`src/hw/rtl/assert_macros.svh`:
```
// ---------------------------------------------------------------------------
// Assertion macros
// Shared concurrent assertion forms for the embedded-controller host master.
// ---------------------------------------------------------------------------
`ifndef ASSERT_MACROS_SVH
`define ASSERT_MACROS_SVH

// Same-cycle implication, sampled on the rising clock edge, off during reset.
`define EHTM_ASSERT_IMP(name, clk, rst_n, ante, cons, msg) \
    name: assert property (@(posedge clk) disable iff (!rst_n) (ante) |-> (cons)) \
        else $error(msg);

// Next-cycle implication, sampled on the rising clock edge, off during reset.
`define EHTM_ASSERT_NXT(name, clk, rst_n, ante, cons, msg) \
    name: assert property (@(posedge clk) disable iff (!rst_n) (ante) |=> (cons)) \
        else $error(msg);

`endif

```
`src/hw/rtl/ehtm_pkg.sv`:
```
// ---------------------------------------------------------------------------
// ehtm_pkg
// Types and constants shared by the embedded-controller host master modules.
// ---------------------------------------------------------------------------
`default_nettype none

package ehtm_pkg;

    // Transfer phase of the host handshake.
    typedef enum logic [2:0] {
        PH_IDLE,
        PH_READY,
        PH_CMD,
        PH_ADDR,
        PH_OBF
    } phase_t;

    // Port action taken on one poll tick.
    typedef enum logic [1:0] {
        ACT_NONE     = 2'd0,
        ACT_CMD_WR   = 2'd1,
        ACT_DATA_WR  = 2'd2,
        ACT_DATA_RD  = 2'd3
    } action_t;

    // Configuration register indices.
    localparam logic [1:0] CFG_POLL_LIMIT    = 2'd0;
    localparam logic [1:0] CFG_ATTEMPT_LIMIT = 2'd1;
    localparam logic [1:0] CFG_BIG_ENDIAN    = 2'd2;

    localparam logic [15:0] POLL_LIMIT_RST    = 16'd1000;
    localparam logic [7:0]  ATTEMPT_LIMIT_RST = 8'd3;
    localparam logic        BIG_ENDIAN_RST    = 1'b1;

    // Embedded-controller command codes and status bits.
    localparam logic [7:0] EC_CMD_READ  = 8'h80;
    localparam logic [7:0] EC_CMD_WRITE = 8'h81;
    localparam int unsigned ST_OBF_BIT  = 0;
    localparam int unsigned ST_IBF_BIT  = 1;

    typedef struct packed {
        logic [15:0] poll_limit;
        logic [7:0]  attempt_limit;
        logic        big_endian_words;
    } cfg_t;

    typedef struct packed {
        logic        kind;
        logic        req_write;
        logic        req_word;
        logic [7:0]  req_reg;
        logic [15:0] req_value;
        logic [7:0]  ec_status;
        logic [7:0]  ec_data;
    } item_t;

    typedef struct packed {
        action_t     bus_action;
        logic [7:0]  bus_byte;
        logic        done_res;
        logic        success;
        logic [15:0] read_value;
        logic        busy_res;
        logic        request_dropped;
    } result_t;

endpackage

`default_nettype wire

```
`src/hw/rtl/ehtm_cfg.sv`:
```
// ---------------------------------------------------------------------------
// ehtm_cfg
// Configuration registers: poll limit, attempt limit and word byte order.
// ---------------------------------------------------------------------------
`default_nettype none

module ehtm_cfg (
    input  wire logic             clk,
    input  wire logic             rst_n,
    input  wire logic             cfg_we,
    input  wire logic [1:0]       cfg_index,
    input  wire logic [15:0]      cfg_data,
    output ehtm_pkg::cfg_t        cfg
);

    ehtm_pkg::cfg_t cfg_reg;
    ehtm_pkg::cfg_t cfg_next;

    always_comb
    begin
        cfg_next = cfg_reg;
        if (cfg_we)
        begin
            unique case (cfg_index)
                ehtm_pkg::CFG_POLL_LIMIT:    cfg_next.poll_limit       = cfg_data;
                ehtm_pkg::CFG_ATTEMPT_LIMIT: cfg_next.attempt_limit    = cfg_data[7:0];
                ehtm_pkg::CFG_BIG_ENDIAN:    cfg_next.big_endian_words = cfg_data[0];
                default:                     cfg_next = cfg_reg;
            endcase
        end
    end

    always_ff @(posedge clk or negedge rst_n)
    begin
        if (!rst_n)
        begin
            cfg_reg.poll_limit       <= ehtm_pkg::POLL_LIMIT_RST;
            cfg_reg.attempt_limit    <= ehtm_pkg::ATTEMPT_LIMIT_RST;
            cfg_reg.big_endian_words <= ehtm_pkg::BIG_ENDIAN_RST;
        end
        else
        begin
            cfg_reg <= cfg_next;
        end
    end

    assign cfg = cfg_reg;

endmodule

`default_nettype wire

```
`src/hw/rtl/ehtm_in_stage.sv`:
```
// ---------------------------------------------------------------------------
// ehtm_in_stage
// Input register holding one poll tick until the step logic takes it.
// ---------------------------------------------------------------------------
`default_nettype none

module ehtm_in_stage (
    input  wire logic            clk,
    input  wire logic            rst_n,
    input  wire logic            in_valid,
    output logic                 in_stall,
    input  wire ehtm_pkg::item_t in_item,
    input  wire logic            take,
    output logic                 item_valid,
    output ehtm_pkg::item_t      item
);

    logic            valid_reg;
    logic            valid_next;
    ehtm_pkg::item_t item_reg;

    // The register refills whenever its content moves on in the same cycle.
    assign in_stall   = valid_reg && !take;
    assign valid_next = in_stall ? valid_reg : in_valid;

    always_ff @(posedge clk or negedge rst_n)
    begin
        if (!rst_n)
        begin
            valid_reg <= 1'b0;
        end
        else
        begin
            valid_reg <= valid_next;
        end
    end

    always_ff @(posedge clk)
    begin
        if (in_valid && !in_stall)
        begin
            item_reg <= in_item;
        end
    end

    assign item_valid = valid_reg;
    assign item       = item_reg;

endmodule

`default_nettype wire

```
`src/hw/rtl/ehtm_core.sv`:
```
// ---------------------------------------------------------------------------
// ehtm_core
// Transaction state and the per-tick step logic of the host handshake.
// ---------------------------------------------------------------------------
`default_nettype none

`include "assert_macros.svh"

module ehtm_core (
    input  wire logic            clk,
    input  wire logic            rst_n,
    input  wire logic            step_en,
    input  wire ehtm_pkg::item_t item,
    input  wire ehtm_pkg::cfg_t  cfg,
    output ehtm_pkg::result_t    res
);

    ehtm_pkg::phase_t phase_reg, phase_next;
    logic [15:0]      poll_count_reg, poll_count_next;
    logic [7:0]       attempt_count_reg, attempt_count_next;
    logic             op_write_reg, op_write_next;
    logic             op_word_reg, op_word_next;
    logic [7:0]       op_reg_reg, op_reg_next;
    logic [15:0]      op_value_reg, op_value_next;
    logic             second_byte_reg, second_byte_next;
    logic [7:0]       first_read_byte_reg, first_read_byte_next;

    // Values after a new request has been taken on this tick.
    logic             start;
    ehtm_pkg::phase_t ph0;
    logic             wr0, word0, sb0;
    logic [7:0]       reg0, frb0;
    logic [15:0]      val0, pc0;
    logic [7:0]       ac0;

    logic             active, zero_lim, run, met, hit;
    logic [15:0]      pc_inc;
    logic [7:0]       ac_inc;
    logic             poll_fail, miss_fail, give_up;
    logic             xfer_end, half_end, fin_fail, fin_ok, finish;
    logic [7:0]       xfer_data, wr_byte;
    logic [15:0]      word_value;

    assign start = item.kind && (phase_reg == ehtm_pkg::PH_IDLE);
    assign ph0   = start ? ehtm_pkg::PH_READY : phase_reg;
    assign wr0   = start ? item.req_write : op_write_reg;
    assign word0 = start ? item.req_word  : op_word_reg;
    assign reg0  = start ? item.req_reg   : op_reg_reg;
    assign val0  = start ? item.req_value : op_value_reg;
    assign sb0   = start ? 1'b0  : second_byte_reg;
    assign frb0  = start ? 8'h00 : first_read_byte_reg;
    assign pc0   = start ? 16'h0 : poll_count_reg;
    assign ac0   = start ? 8'h00 : attempt_count_reg;

    assign active   = (ph0 != ehtm_pkg::PH_IDLE);
    assign zero_lim = (cfg.attempt_limit == 8'h00) || (cfg.poll_limit == 16'h0);
    assign run      = active && !zero_lim;
    assign met      = (ph0 == ehtm_pkg::PH_OBF) ? item.ec_status[ehtm_pkg::ST_OBF_BIT]
                                                : !item.ec_status[ehtm_pkg::ST_IBF_BIT];
    assign hit      = run && met;

    assign pc_inc    = pc0 + 16'd1;
    assign ac_inc    = ac0 + 8'd1;
    assign poll_fail = (pc_inc >= cfg.poll_limit) || (pc_inc == 16'h0);
    assign miss_fail = run && !met && poll_fail;
    assign give_up   = miss_fail && ((ac_inc >= cfg.attempt_limit) || (ac_inc == 8'h00));

    // A byte transfer ends with the data write or with the data read.
    assign xfer_end = hit && (((ph0 == ehtm_pkg::PH_ADDR) && wr0)
                              || (ph0 == ehtm_pkg::PH_OBF));
    assign half_end = xfer_end && word0 && !sb0;
    assign fin_fail = (active && zero_lim) || give_up;
    assign fin_ok   = xfer_end && !half_end;
    assign finish   = fin_fail || fin_ok;

    assign xfer_data = (ph0 == ehtm_pkg::PH_OBF) ? item.ec_data : 8'h00;

    always_comb
    begin
        if (!word0)
            wr_byte = val0[7:0];
        else if (cfg.big_endian_words)
            wr_byte = sb0 ? val0[7:0] : val0[15:8];
        else
            wr_byte = sb0 ? val0[15:8] : val0[7:0];
    end

    always_comb
    begin
        if (wr0)
            word_value = 16'h0;
        else if (!word0)
            word_value = {8'h00, xfer_data};
        else if (cfg.big_endian_words)
            word_value = {frb0, xfer_data};
        else
            word_value = {xfer_data, frb0};
    end

    // Next state.
    always_comb
    begin
        phase_next           = ph0;
        poll_count_next      = pc0;
        attempt_count_next   = ac0;
        op_write_next        = wr0;
        op_word_next         = word0;
        op_reg_next          = reg0;
        op_value_next        = val0;
        second_byte_next     = sb0;
        first_read_byte_next = frb0;
        if (finish)
        begin
            phase_next         = ehtm_pkg::PH_IDLE;
            poll_count_next    = 16'h0;
            attempt_count_next = 8'h00;
            second_byte_next   = 1'b0;
        end
        else if (half_end)
        begin
            first_read_byte_next = xfer_data;
            second_byte_next     = 1'b1;
            phase_next           = ehtm_pkg::PH_READY;
            poll_count_next      = 16'h0;
            attempt_count_next   = 8'h00;
        end
        else if (hit)
        begin
            poll_count_next = 16'h0;
            unique case (ph0)
                ehtm_pkg::PH_READY: phase_next = ehtm_pkg::PH_CMD;
                ehtm_pkg::PH_CMD:   phase_next = ehtm_pkg::PH_ADDR;
                ehtm_pkg::PH_ADDR:  phase_next = ehtm_pkg::PH_OBF;
                default:            phase_next = ph0;
            endcase
        end
        else if (miss_fail)
        begin
            attempt_count_next = ac_inc;
            poll_count_next    = 16'h0;
            phase_next         = ehtm_pkg::PH_READY;
        end
        else if (run)
        begin
            poll_count_next = pc_inc;
        end
    end

    // Outputs of this tick.
    always_comb
    begin
        res.bus_action = ehtm_pkg::ACT_NONE;
        res.bus_byte   = 8'h00;
        if (hit)
        begin
            unique case (ph0)
                ehtm_pkg::PH_READY:
                begin
                    res.bus_action = ehtm_pkg::ACT_CMD_WR;
                    res.bus_byte   = wr0 ? ehtm_pkg::EC_CMD_WRITE : ehtm_pkg::EC_CMD_READ;
                end
                ehtm_pkg::PH_CMD:
                begin
                    res.bus_action = ehtm_pkg::ACT_DATA_WR;
                    res.bus_byte   = reg0 + {7'd0, sb0};
                end
                ehtm_pkg::PH_ADDR:
                begin
                    if (wr0)
                    begin
                        res.bus_action = ehtm_pkg::ACT_DATA_WR;
                        res.bus_byte   = wr_byte;
                    end
                end
                ehtm_pkg::PH_OBF:
                begin
                    res.bus_action = ehtm_pkg::ACT_DATA_RD;
                end
                default:
                begin
                    res.bus_action = ehtm_pkg::ACT_NONE;
                end
            endcase
        end
        res.done_res        = finish;
        res.success         = fin_ok;
        res.read_value      = fin_ok ? word_value : 16'h0;
        res.busy_res        = (phase_next != ehtm_pkg::PH_IDLE);
        res.request_dropped = item.kind && (phase_reg != ehtm_pkg::PH_IDLE);
    end

    always_ff @(posedge clk or negedge rst_n)
    begin
        if (!rst_n)
        begin
            phase_reg           <= ehtm_pkg::PH_IDLE;
            poll_count_reg      <= 16'h0;
            attempt_count_reg   <= 8'h00;
            op_write_reg        <= 1'b0;
            op_word_reg         <= 1'b0;
            op_reg_reg          <= 8'h00;
            op_value_reg        <= 16'h0;
            second_byte_reg     <= 1'b0;
            first_read_byte_reg <= 8'h00;
        end
        else if (step_en)
        begin
            phase_reg           <= phase_next;
            poll_count_reg      <= poll_count_next;
            attempt_count_reg   <= attempt_count_next;
            op_write_reg        <= op_write_next;
            op_word_reg         <= op_word_next;
            op_reg_reg          <= op_reg_next;
            op_value_reg        <= op_value_next;
            second_byte_reg     <= second_byte_next;
            first_read_byte_reg <= first_read_byte_next;
        end
    end

    `EHTM_ASSERT_NXT(a_done_goes_idle, clk, rst_n, step_en && res.done_res, phase_reg == ehtm_pkg::PH_IDLE, "finished request did not return to idle")
    `EHTM_ASSERT_NXT(a_hold_without_step, clk, rst_n, !step_en, $stable(phase_reg) && $stable(poll_count_reg), "state moved without a tick")
    `EHTM_ASSERT_IMP(a_drop_only_busy, clk, rst_n, step_en && res.request_dropped, phase_reg != ehtm_pkg::PH_IDLE, "request dropped while idle")

endmodule

`default_nettype wire

```
`src/hw/rtl/ehtm_out_stage.sv`:
```
// ---------------------------------------------------------------------------
// ehtm_out_stage
// Result register holding one result word until the receiver takes it.
// ---------------------------------------------------------------------------
`default_nettype none

module ehtm_out_stage (
    input  wire logic              clk,
    input  wire logic              rst_n,
    input  wire logic              load,
    input  wire ehtm_pkg::result_t res_in,
    output logic                   free,
    output logic                   out_valid,
    input  wire logic              out_stall,
    output ehtm_pkg::result_t      res_out
);

    logic              valid_reg;
    logic              valid_next;
    ehtm_pkg::result_t res_reg;

    assign free       = !valid_reg || !out_stall;
    assign valid_next = load || (valid_reg && out_stall);

    always_ff @(posedge clk or negedge rst_n)
    begin
        if (!rst_n)
        begin
            valid_reg <= 1'b0;
        end
        else
        begin
            valid_reg <= valid_next;
        end
    end

    always_ff @(posedge clk)
    begin
        if (load)
        begin
            res_reg <= res_in;
        end
    end

    assign out_valid = valid_reg;
    assign res_out   = res_reg;

endmodule

`default_nettype wire

```
`src/hw/rtl/ec_host_transaction_master_unit.sv`:
```
// ---------------------------------------------------------------------------
// ec_host_transaction_master_unit
// Host-side master for the embedded-controller command/data port handshake.
// ---------------------------------------------------------------------------
//
//  Channel | Direction | Handshake            | Word
//  --------+-----------+----------------------+----------------------------------
//  in      | to unit   | in_valid / in_stall  | poll tick, optional new request
//  out     | from unit | out_valid / out_stall| port action and request status
//  cfg     | to unit   | cfg_we               | limits and word byte order
//
// Each accepted word is held in the input register and is stepped through the
// handshake state once the output register is free, its result landing in the
// output register; one word a cycle while the output is not stalled.
// The rate is set by the single state update per tick in the step logic.
// Reset (rst_n low, asynchronous) empties both registers, returns the handshake
// to idle and loads the limits with 1000 polls, 3 attempts and big-endian words.
// A stalled result holds the step logic, and the input then stalls in turn.
// ---------------------------------------------------------------------------
`default_nettype none

`include "assert_macros.svh"

module ec_host_transaction_master_unit (
    input  wire logic        clk,
    input  wire logic        rst_n,

    input  wire logic        cfg_we,
    input  wire logic [1:0]  cfg_index,
    input  wire logic [15:0] cfg_data,

    input  wire logic        in_valid,
    output logic             in_stall,
    input  wire logic        kind,
    input  wire logic        req_write,
    input  wire logic        req_word,
    input  wire logic [7:0]  req_reg,
    input  wire logic [15:0] req_value,
    input  wire logic [7:0]  ec_status,
    input  wire logic [7:0]  ec_data,

    output logic             out_valid,
    input  wire logic        out_stall,
    output logic [1:0]       bus_action,
    output logic [7:0]       bus_byte,
    output logic             done_res,
    output logic             success,
    output logic [15:0]      read_value,
    output logic             busy_res,
    output logic             request_dropped
);

    ehtm_pkg::cfg_t    cfg;
    ehtm_pkg::item_t   in_item;
    ehtm_pkg::item_t   item;
    ehtm_pkg::result_t step_res;
    ehtm_pkg::result_t res;
    logic              item_valid;
    logic              out_free;
    logic              take;

    assign in_item.kind      = kind;
    assign in_item.req_write = req_write;
    assign in_item.req_word  = req_word;
    assign in_item.req_reg   = req_reg;
    assign in_item.req_value = req_value;
    assign in_item.ec_status = ec_status;
    assign in_item.ec_data   = ec_data;

    // The held tick is stepped whenever the output register can take its result.
    assign take = item_valid && out_free;

    ehtm_cfg u_cfg (
        .clk       (clk),
        .rst_n     (rst_n),
        .cfg_we    (cfg_we),
        .cfg_index (cfg_index),
        .cfg_data  (cfg_data),
        .cfg       (cfg)
    );

    ehtm_in_stage u_in_stage (
        .clk        (clk),
        .rst_n      (rst_n),
        .in_valid   (in_valid),
        .in_stall   (in_stall),
        .in_item    (in_item),
        .take       (take),
        .item_valid (item_valid),
        .item       (item)
    );

    ehtm_core u_core (
        .clk     (clk),
        .rst_n   (rst_n),
        .step_en (take),
        .item    (item),
        .cfg     (cfg),
        .res     (step_res)
    );

    ehtm_out_stage u_out_stage (
        .clk       (clk),
        .rst_n     (rst_n),
        .load      (take),
        .res_in    (step_res),
        .free      (out_free),
        .out_valid (out_valid),
        .out_stall (out_stall),
        .res_out   (res)
    );

    assign bus_action      = res.bus_action;
    assign bus_byte        = res.bus_byte;
    assign done_res        = res.done_res;
    assign success         = res.success;
    assign read_value      = res.read_value;
    assign busy_res        = res.busy_res;
    assign request_dropped = res.request_dropped;

    `EHTM_ASSERT_NXT(a_held_tick_moves_on, clk, rst_n, item_valid && !out_valid, out_valid, "held tick not passed to the output register")

endmodule

`default_nettype wire

```
`config.mk`:
```
export PLATFORM = sky130hd
export DESIGN_NAME = ec_host_transaction_master_unit
export DESIGN_NICKNAME = d
export VERILOG_FILES = /design/src/hw/rtl/ehtm_pkg.sv /design/src/hw/rtl/ehtm_cfg.sv /design/src/hw/rtl/ehtm_in_stage.sv /design/src/hw/rtl/ehtm_core.sv /design/src/hw/rtl/ehtm_out_stage.sv /design/src/hw/rtl/ec_host_transaction_master_unit.sv
export VERILOG_INCLUDE_DIRS = /design/src /design/src/hw/rtl
export SDC_FILE = /design/constraint.sdc
export NUM_CORES = 1
export LEC_CHECK = 0
export ABC_AREA = 1
export BUFFER_PORTS_ARGS = -buffer_cell sky130_fd_sc_hd__buf_2
export CORE_ASPECT_RATIO = 2
export CORE_MARGIN = 5
export CORE_UTILIZATION = 35
export DETAILED_ROUTE_END_ITERATION = 8
export GPL_TIMING_DRIVEN = 0
export PLACE_DENSITY = 0.56
export SETUP_SLACK_MARGIN = 0.02
export SYNTH_ARGS = -nofsm -noshare
export SYNTH_HDL_FRONTEND = slang
export SYNTH_SLANG_ARGS = --single-unit
export TNS_END_PERCENT = 5
```
`constraint.sdc`:
```
create_clock -name clk -period 5.03 [get_ports clk]
set_input_delay 0 -clock clk [delete_from_list [all_inputs] [get_ports clk]]
set_output_delay 0 -clock clk [all_outputs]
set_load 0.05 [all_outputs]
```
==> results.yml, run 1 <==
run_status:
  outcome: "finished, final reports clean"
worst_setup_path:
  reg2reg_to: "u_out_stage.res_out[1]"
  worstSetupStartpoint: "u_core.phase_reg[0]"
  worstSetupEndpoint: "u_out_stage.res_out[1]"
  max_stage_delay_ns: 0.32
  cp-end-kind: "register"
  slowest_stage: "dfrtp_1"
  arrival_ns: 4.70
  path_class: "register to register"
  worst_ep_required_time_ns: 5.19
  cp_max_fo: 19
  worst_setup_path_start_kind: "register"
  crit_path_frequent_cell: "nand2_1"
  rr_startpoint: "u_core.phase_reg[0]"
  reg2reg_slack_ns: 0.49
  reg2reg_depth: 28
grt:
  grt_pass1_vias: 7511
  grt_max_degree: 59
  antenna_found_initial: 0
  grt_pass1_wl_um: 38000
  grtUsageTotal: 0.177
  grt.overflow.total: 0
cells_and_area:
  nFillCells: 2355
  layout.nets: 1257
  final_cell_mix: "252 x nand2_1, 111 x inv_1, 91 x buf_2, 88 x o21ai_0, 80 x dfrtp_1"
  final_common_cell: "nand2_1"
  design_area_um2: 10700
  drive_above_1_share: 0.169
  diodes: 0
  area_growth_pct: 25.1
  largest_reg_flops: 37
placement:
  dp_hpwl_um: 18200
  globalplace.congestion: 0.842
  dpl_cell_area_um2: 9400
  place_ws_ns: -0.213
  portBuffers: 91
logic_synthesis:
  yosysUniqueCellTypes: 55
  ys_warn_count: 0
  async_flop_share: 0.571
  syn_area_per_cell_um2: 8.60
  postSynthRegisterBits: 156
  seq_area_frac_synth: 0.499
  syn_area_um2: 8520
  synthesis.nets: 1086
  synth_flop_cell: "dfrtp_1"
  syn_inst: 991
  synth_edf_count: 67
detailed_routing:
  drt_iter0_markers: 405
  drc: 0
  vias_per_cell: 4.95
  wl_per_cell_um: 16.2
  antenna_left: 0
  wl_um: 23600
  dr_total_vias: 7231
  drt_first_pass_iters: 4
floorplan:
  die_area_um2: 27800
  die-width_um: 120
  rows: 80
  ios: 98
  dieHeight_um: 231
  core-area_um2: 23900
  start_util: 0.356
sta:
  rsz0062_at_grt: "no"
  tightest_slew_ns: 0.867
  fmax_mhz: 220
  skew_ns: 0.00685
  drv_slew: 0
  fin_ws_ns: 0.491
  relSlewSlack: 0.421
  hold_viol: 0
  min_period_ns: 4.54
  finalSetupViolCount: 0
  finalCritPeriodShare: 0.902
worst_hold_path:
  hold_depth: 4
  hold_class: "primary input to register"
run:
  cap_violations: 0
clocking:
  cts_tree: "yes"
  clockBufferDepth: 2
  clk_latency_ns: 0.44
  clock_sinks: 156
  h-tree-depth: 4
  cts_root_buffer: "clkbuf_16"
  clk_pin_slew_ns: 0.06
  numCtsBuffers: 17
pwr:
  p_per_area_nw_per_um2: 502
  ir_worst_vdd_mv: 0.265
  p_leak_nw: 5.10
==> critical path: cells and delay by family (launching register included) <==
family	cells	cell delay, ns
AO/OA/AOI/OAI	3	0.31
adder cells (fa/ha/maj)	2	0.54
buffers and inverters	9	1.37
flip-flops	1	0.32
AND/OR/NAND/NOR	14	1.69
==> layer usage <==
layer | up-vias | track usage | part of all wire
met5 | - | 0 | 0
met4 | 0 | 0.0972 | 0.044
met3 | 54 | 0.0250 | 0.030
met2 | 143 | 0.344 | 0.56
met1 | 3353 | 0.176 | 0.36
li1 | 3681 | - | -
==> synth_stat cells, drive strengths merged (14+ instances only) <==
cell    number  area (um^2)
a211oi      17          128
a21oi       52          260
clkbuf      20         76.3
dfrtp       80         2000
edfxtp      67         2010
ha          29          363
inv        115          432
mux2i       14          140
nand2      262         1020
nand3       50          308
nand4       18          134
nor2        73          322
o21ai      117          608
==> worst min path at each step <==
| stage | from | end | slack (ns) |
|---|---|---|---|
| after floorplan | rst_n | u_cfg.cfg[10] | -0.30 |
| after detailed placement | rst_n | u_cfg.cfg[8] | -0.02 |
| after CTS | cfg_index[0] | u_cfg.cfg[2] | 0.03 |
| after global routing | cfg_we | u_cfg.cfg[4] | 0.08 |
| after global placement | req_value[8] | u_in_stage.item[24] | 0.18 |
| final | cfg_index[0] | u_cfg.cfg[2] | 0.04 |
==> kinds of logic after synthesis <==
group	share of synthesized area
and+or+nand+nor	0.228
xor gates and xnor gates	0.00616
buffers and inverters	0.0732
DFF	0.499
muxes	0.0164
adders and majority gates	0.0426
AOI/OAI and AO/OA	0.135
==> final cells by class <==
| class | instances | area, um^2 | share of cell area |
|---|---|---|---|
| Inverter | 118 | 443 | 0.0415 |
| Multi-Input combinational cell | 685 | 3670 | 0.345 |
| Buffer | 31 | 188 | 0.0176 |
| Clock inverter | 11 | 189 | 0.0177 |
| Clock buffer | 21 | 450 | 0.0422 |
| Sequential cell | 156 | 4250 | 0.399 |
| Timing Repair Buffer | 153 | 1110 | 0.104 |
| Tap cell | 287 | 359 | 0.0337 |
==> power by group <==
| group | switching [mW] | internal (mW) |
|---|---|---|
| logic | 1.39 | 0.701 |
| registers | 0.191 | 1.65 |
| clock network | 0.528 | 0.892 |
| total | 2.11 | 3.24 |
==> what timing repair did <==
item	4_1_cts	5_1_grt
gates resized for setup	5	5
setup buffers	1	0
endpoints found under the hold margin	153	0
endpoints found under the setup margin	9	29
pin swaps	1	0
hold buffers	59	0
==> metrics by stage <==
step,util,setup TNS [ns],cells,hold slack (ns),total power [mW]
2_1_floorplan,-,0,991,-0.296,3.33
3_3_place_gp,0.390,-0.273,1369,0.178,3.87
3_5_place_dp,0.393,-0.213,1371,-0.0188,3.92
4_1_cts,0.445,0,1463,0.0305,5.39
5_1_grt,0.446,0,1462,0.0846,5.74
6_report,0.446,0,1462,0.0412,5.35
Power figures use the tool's default switching activity.
==> run 2, diff against run 1 <==
- CORE_UTILIZATION: 35 -> 59
- PLACE_DENSITY: 0.56 -> 0.84
==> run 2 against run 1 <==
Critical path depth rose by 1. Worst setup slack got worse by 0.16 ns. Clock skew grew 0.0023 ns. Core utilization is 29 points higher. Sequential share of layout area increased by 0.58 points. Hold slack improved by 0.013 ns. Cell count shrank 6.6%. Largest power group unchanged. Die area down 38%. Clock power about the same. Register-to-register slack lost 0.16 ns. Flip-flop and latch count did not move. Critical endpoint unchanged. Non-clock buffer count fell by 2.
==> results.yml, run 2 (synthesized netlist as in run 1, its figures left out) <==
clocking:
  cts_root_buffer: "clkbuf_16"
  clock_sinks: 156
  numCtsBuffers: 17
  clockBufferDepth: 2
  clk_pin_slew_ns: 0.07
  clk_latency_ns: 0.44
  h-tree-depth: 4
  cts_tree: "yes"
cells_and_area:
  layout.nets: 1255
  stdcell_count: 1365
  largest_reg_flops: 37
  final_cell_mix: "252 x nand2_1, 111 x inv_1, 91 x buf_2, 89 x o21ai_0, 80 x dfrtp_1"
  nFillCells: 1091
  seqCellArea_um2: 4250
  multi_input_area_um2: 3660
  diodes: 0
  drive_above_1_share: 0.167
  area_growth_pct: 23.3
  utilization: 0.737
  final_common_cell: "nand2_1"
worst_setup_path:
  worst_setup_path_start_kind: "register"
  reg2reg_slack_ns: 0.33
  rr_startpoint: "u_core.phase_reg[0]"
  path_class: "register to register"
  worstSetupStartpoint: "u_core.phase_reg[0]"
  crit_path_frequent_cell: "nand2_1"
  cp_max_fo: 19
  reg2reg_depth: 29
  worst_ep_required_time_ns: 5.21
  slowest_stage: "dfrtp_1"
  max_stage_delay_ns: 0.34
  cp-end-kind: "register"
  arrival_ns: 4.88
grt:
  antenna_found_initial: 0
  grt_pass1_vias: 7951
  grtUsageTotal: 0.283
  grt_pass1_wl_um: 37500
  grt.overflow.total: 0
  grt_max_degree: 54
floorplan:
  die_area_um2: 17100
  start_util: 0.597
  die-width_um: 95.0
  ios: 98
  rows: 62
  dieHeight_um: 180
  core-area_um2: 14300
sta:
  relSlewSlack: 0.375
  finalSetupViolCount: 0
  hold_viol: 0
  tightest_slew_ns: 0.937
  finalCritPeriodShare: 0.934
  skew_ns: 0.00914
  whs_ns: 0.0546
  setup_tns_ns: 0
  min_period_ns: 4.70
  drv_slew: 0
  rsz0062_at_grt: "no"
  fmax_mhz: 213
run:
  cap_violations: 0
detailed_routing:
  drt_first_pass_iters: 5
  dr_total_vias: 7736
  wl_um: 23100
  drc: 0
  antenna_left: 0
  wl_met1_um: 7880
  vias_per_cell: 5.67
  top_layer_used: "met4"
  wl_per_cell_um: 17.0
  drt_iter0_markers: 454
  wl_met3_um: 1070
  dr_wl_met2_um: 12800
run_status:
  outcome: "finished, final reports clean"
pwr:
  p_leak_nw: 5.09
  p_per_area_nw_per_um2: 513
  ir_worst_vdd_mv: 0.251
placement:
  portBuffers: 91
  dp.cells: 1275
  globalplace.congestion: 0.938
  dp_hpwl_um: 16300
worst_hold_path:
  hold_class: "primary input to register"
  min-delay-start: "cfg_we"
  hold_depth: 4
## run 2: cell count changes in the layout (fill, tap and decap cells not counted), moves of 2 or more
cell	delta
inv_6	+2
clkinv_1	-2
clkbuf_16	+6
bufinv_16	-4
## run 2: where the power goes
part / leakage [nW] / switching [mW] / internal [mW]
Clock: 0.328 / 0.556 / 0.869
Sequential: 1.78 / 0.199 / 1.65
Combinational: 2.99 / 1.43 / 0.692
## run 2: metal layers
metal,GRT usage,up-vias
met5,0,-
met4,0.184,0
met3,0.0515,114
met2,0.517,326
met1,0.281,3631
li1,-,3665
## run 2: worst max-delay path: cells and delay by family, from the launching register on
kind | cells | cell delay (ns)
fa+ha+maj | 2 | 0.46
buf+inv | 9 | 1.34
simple gates | 17 | 2.24
compound gates | 1 | 0.04
flops | 1 | 0.34
## run 2: metrics by stage
stage	cell area, um^2	worst slack (ns)	total power, mW
2_1_floorplan	8520	1.03	3.33
3_3_place_gp	9220	0.116	3.80
3_5_place_dp	9250	0.0411	3.88
4_1_cts	10500	0.0228	5.34
5_1_grt	10500	0.0349	5.71
6_report	10500	0.330	5.39
## run 2: timing repair
action	CTS	global route
endpoints found under the setup margin	0	30
setup buffers	0	1
endpoints found under the hold margin	153	0
resized for setup	0	5
hold buffers	58	0
## run 2: final timing paths
path | endpoint
max | u_out_stage.res_out[1]
min | u_cfg.cfg[4]
max reg2reg | u_out_stage.res_out[1]
min reg2reg | u_core.op_value_reg[6]
max in group asynchronous | u_core.first_read_byte_reg[7]
min in group asynchronous | u_cfg.cfg[7]
## run 2: area by class of cell
class,count,share of cell area
Buffer,31,0.0175
Clock buffer,25,0.0555
Clock inverter,7,0.00774
Inverter,118,0.0421
Multi-Input combinational cell,685,0.348
Sequential cell,156,0.404
Tap cell,192,0.0229
Timing Repair Buffer,151,0.102
==> run 3, diff against run 2 <==
- ABC_AREA: 1 -> not set
- CORE_UTILIZATION: 59 -> 55
- PLACE_DENSITY: 0.84 -> 0.76
==> run 3 against run 2 <==
Critical path depth fell by 11. Area after synthesis fell by 5.0%. Combinational power fell by 50%. Largest power group is now registers. Design area fell by 4.2%. Sequential share of layout area rose by 1.8 points. Cell count fell by 19%. Clock power fell by 9.9%. Clock-buffer cell count fell by 7. Clock skew rose by 0.0046 ns.
==> results.yml, run 3 <==
floorplan:
  ios: 98
  core-area_um2: 14400
  dieHeight_um: 182
  die_area_um2: 17400
  die-width_um: 95.8
  rows: 62
  start_util: 0.561
grt:
  grt_pass1_wl_um: 34300
  grt_max_degree: 65
  antenna_found_initial: 0
  grt.overflow.total: 0
  grt_pass1_vias: 6942
  grtUsageTotal: 0.259
clocking:
  clk_latency_ns: 0.43
  cts_tree: "yes"
  h-tree-depth: 4
  cts_root_buffer: "clkbuf_16"
  clock_sinks: 156
  numCtsBuffers: 17
  clockBufferDepth: 2
  clk_pin_slew_ns: 0.07
cells_and_area:
  stdcell_count: 1108
  diodes: 0
  final_cell_mix: "101 x buf_2, 82 x nand2_1, 80 x dfrtp_1, 75 x nor2_1, 67 x edfxtp_1"
  nFillCells: 1071
  area_growth_pct: 24.4
  layout.nets: 998
  largest_reg_flops: 37
  final_common_cell: "buf_2"
  utilization: 0.698
  drive_above_1_share: 0.239
worst_setup_path:
  path_class: "register to register"
  max_stage_delay_ns: 0.64
  worst_ep_required_time_ns: 5.40
  crit_family: "simple AND/OR/NAND/NOR gates"
  rr_startpoint: "u_core.phase_reg[0]"
  arrival_ns: 5.22
  crit_chain: "buf_2 -> or4b_4 -> clkbuf_4 -> clkbuf_2 -> buf_2 -> and2_1 -> ha_1 -> nand3_1 -> xor2_1 -> nor2_1 -> ha_1 -> a21o_1 -> a221oi_1 -> o21ai_1 -> or3_4 -> a211oi_4 -> buf_4 -> a22o_1"
  cp-end-kind: "register"
  cp_max_fo: 10
  worst_setup_path_start_kind: "register"
  slowest_stage: "or4b_4"
  reg2reg_to: "u_core.attempt_count_reg[7]"
  reg2reg_depth: 18
  reg2reg_slack_ns: 0.18
  timing.critical_path.buf_inv: 5
sta:
  finalCritPeriodShare: 0.964
  skew_ns: 0.0137
  whs_ns: 0.0299
  tightest_slew_ns: 1.09
  rsz0062_at_grt: "yes"
  finalSetupViolCount: 0
  min_period_ns: 4.85
  drv_slew: 0
  setup_tns_ns: 0
  hold_viol: 0
  fmax_mhz: 206
  relSlewSlack: 0.264
placement:
  portBuffers: 91
  globalplace.congestion: 0.909
  dp_hpwl_um: 15000
  dp.cells: 1016
logic_synthesis:
  yosys-top-cells-count: "83 x nand2_1, 80 x dfrtp_1, 76 x nor2_1"
  synth_edf_count: 67
  yosysUniqueCellTypes: 74
  synth_top_area_share: 0.248
  async_flop_share: 0.571
  syn_inst: 731
  synth.most_common_cell: "nand2_1"
  ys_warn_count: 0
  synthesis.nets: 826
  syn_area_um2: 8100
  syn_area_per_cell_um2: 11.1
  seq_area_frac_synth: 0.525
  yosys-top-cells-area: "edfxtp_1 25%, dfrtp_1 25%, mux2_2 5.0%, ha_1 4.5%, nand2_1 3.8%"
  synth_flop_cell: "dfrtp_1"
  yosysTopAreaCell: "edfxtp_1"
  postSynthRegisterBits: 156
pwr:
  ir_worst_vdd_mv: 0.352
  p_per_area_nw_per_um2: 399
  p_leak_nw: 4.18
  finalPower_mw: 4.02
detailed_routing:
  antenna_left: 0
  drt_iter0_markers: 326
  drt_first_pass_iters: 5
  wl_per_cell_um: 19.5
  vias_per_cell: 5.93
  dr_total_vias: 6571
  wl_um: 21700
  drc: 0
run:
  cap_violations: 0
worst_hold_path:
  hold_class: "primary input to async pin"
run_status:
  outcome: "finished, final reports clean"
## run 3: changes by cell type after synthesis, sizes merged, moves of 12 or more
cell / previous run / this run
nand2: 262 / 83
inv: 115 / 26
o21ai: 117 / 34
a21oi: 52 / 16
mux2: 0 / 36
nand3: 50 / 20
a31oi: 1 / 17
a22o: 0 / 15
a211oi: 17 / 3
xnor2: 1 / 14
nand4: 18 / 6
## run 3: area by class of cell
class	count	area [um^2]	share of cell area
Buffer	40	170	0.0169
Clock inverter	14	163	0.0162
Inverter	26	97.6	0.00969
Timing Repair Buffer	155	1120	0.111
Sequential cell	156	4250	0.422
Clock buffer	18	429	0.0426
Multi-Input combinational cell	507	3600	0.358
Tap cell	192	240	0.0239
## run 3: worst max-delay path by stage
stage / start / slack, ns / depth (start not counted) / endpoint
global route: u_core.phase_reg[0] / -0.05 / 18 / u_core.attempt_count_reg[1]
global placement: u_core.phase_reg[0] / -0.58 / 17 / u_core.poll_count_reg[8]
CTS: u_core.phase_reg[0] / 0.12 / 18 / u_core.attempt_count_reg[5]
detailed placement: u_core.phase_reg[0] / -0.62 / 17 / u_core.poll_count_reg[8]
finish: u_core.phase_reg[0] / 0.18 / 18 / u_core.attempt_count_reg[7]
floorplan: u_core.phase_reg[0] / 0.72 / 18 / u_core.attempt_count_reg[7]
## run 3: worst register-to-register path: cells and delay by family (launching register included)
kind,cells,cell delay (ns)
compound gates,5,1.00
xor+xnor,1,0.21
fa+ha+maj,2,0.56
simple gates,5,1.52
flops,1,0.38
buf+inv,5,1.11
## run 3: kinds of logic (layout without fill, tap and decap cells)
| kind of cell | Yosys count | count (layout) | share of synthesized area |
|---|---|---|---|
| compound gates | 143 | 143 | 0.128 |
| xor+xnor | 22 | 22 | 0.0238 |
| fa+ha+maj | 29 | 29 | 0.0448 |
| buf+inv | 68 | 253 | 0.0331 |
| flops | 156 | 156 | 0.525 |
| mux | 55 | 55 | 0.0875 |
| simple gates | 258 | 258 | 0.158 |
## run 3: power breakdown
group / total, mW / switching (mW) / internal, mW / leakage (nW)
logic: 1.05 / 0.606 / 0.448 / 2.11
registers: 1.69 / 0.134 / 1.55 / 1.77
clock network: 1.28 / 0.608 / 0.670 / 0.289
total: 4.02 / 1.35 / 2.67 / 4.18
## run 3: metal layers
metal / routed length, um / track usage / share of wire
met1: 7370 / 0.261 / 0.34
met2: 11800 / 0.474 / 0.55
met3: 1050 / 0.0398 / 0.048
met4: 1400 / 0.168 / 0.064
met5: 0 / 0 / 0
## run 3: metrics by stage
stage,instance area [um^2],setup WS (ns)
finish,10100,0.182
global route,10100,-0.0483
CTS,10100,0.122
detailed placement,8840,-0.621
global placement,8790,-0.581
floorplan,8100,0.716
## run 3: what timing repair did
action                     in CTS  in global routing
resized for setup              10                  2
cloned                          0                  0
pin swaps                       2                  1
hold buffers                   59                  0
setup buffers                   2                  1
setup endpoints to repair      30                 11
hold endpoints to repair      144                  0
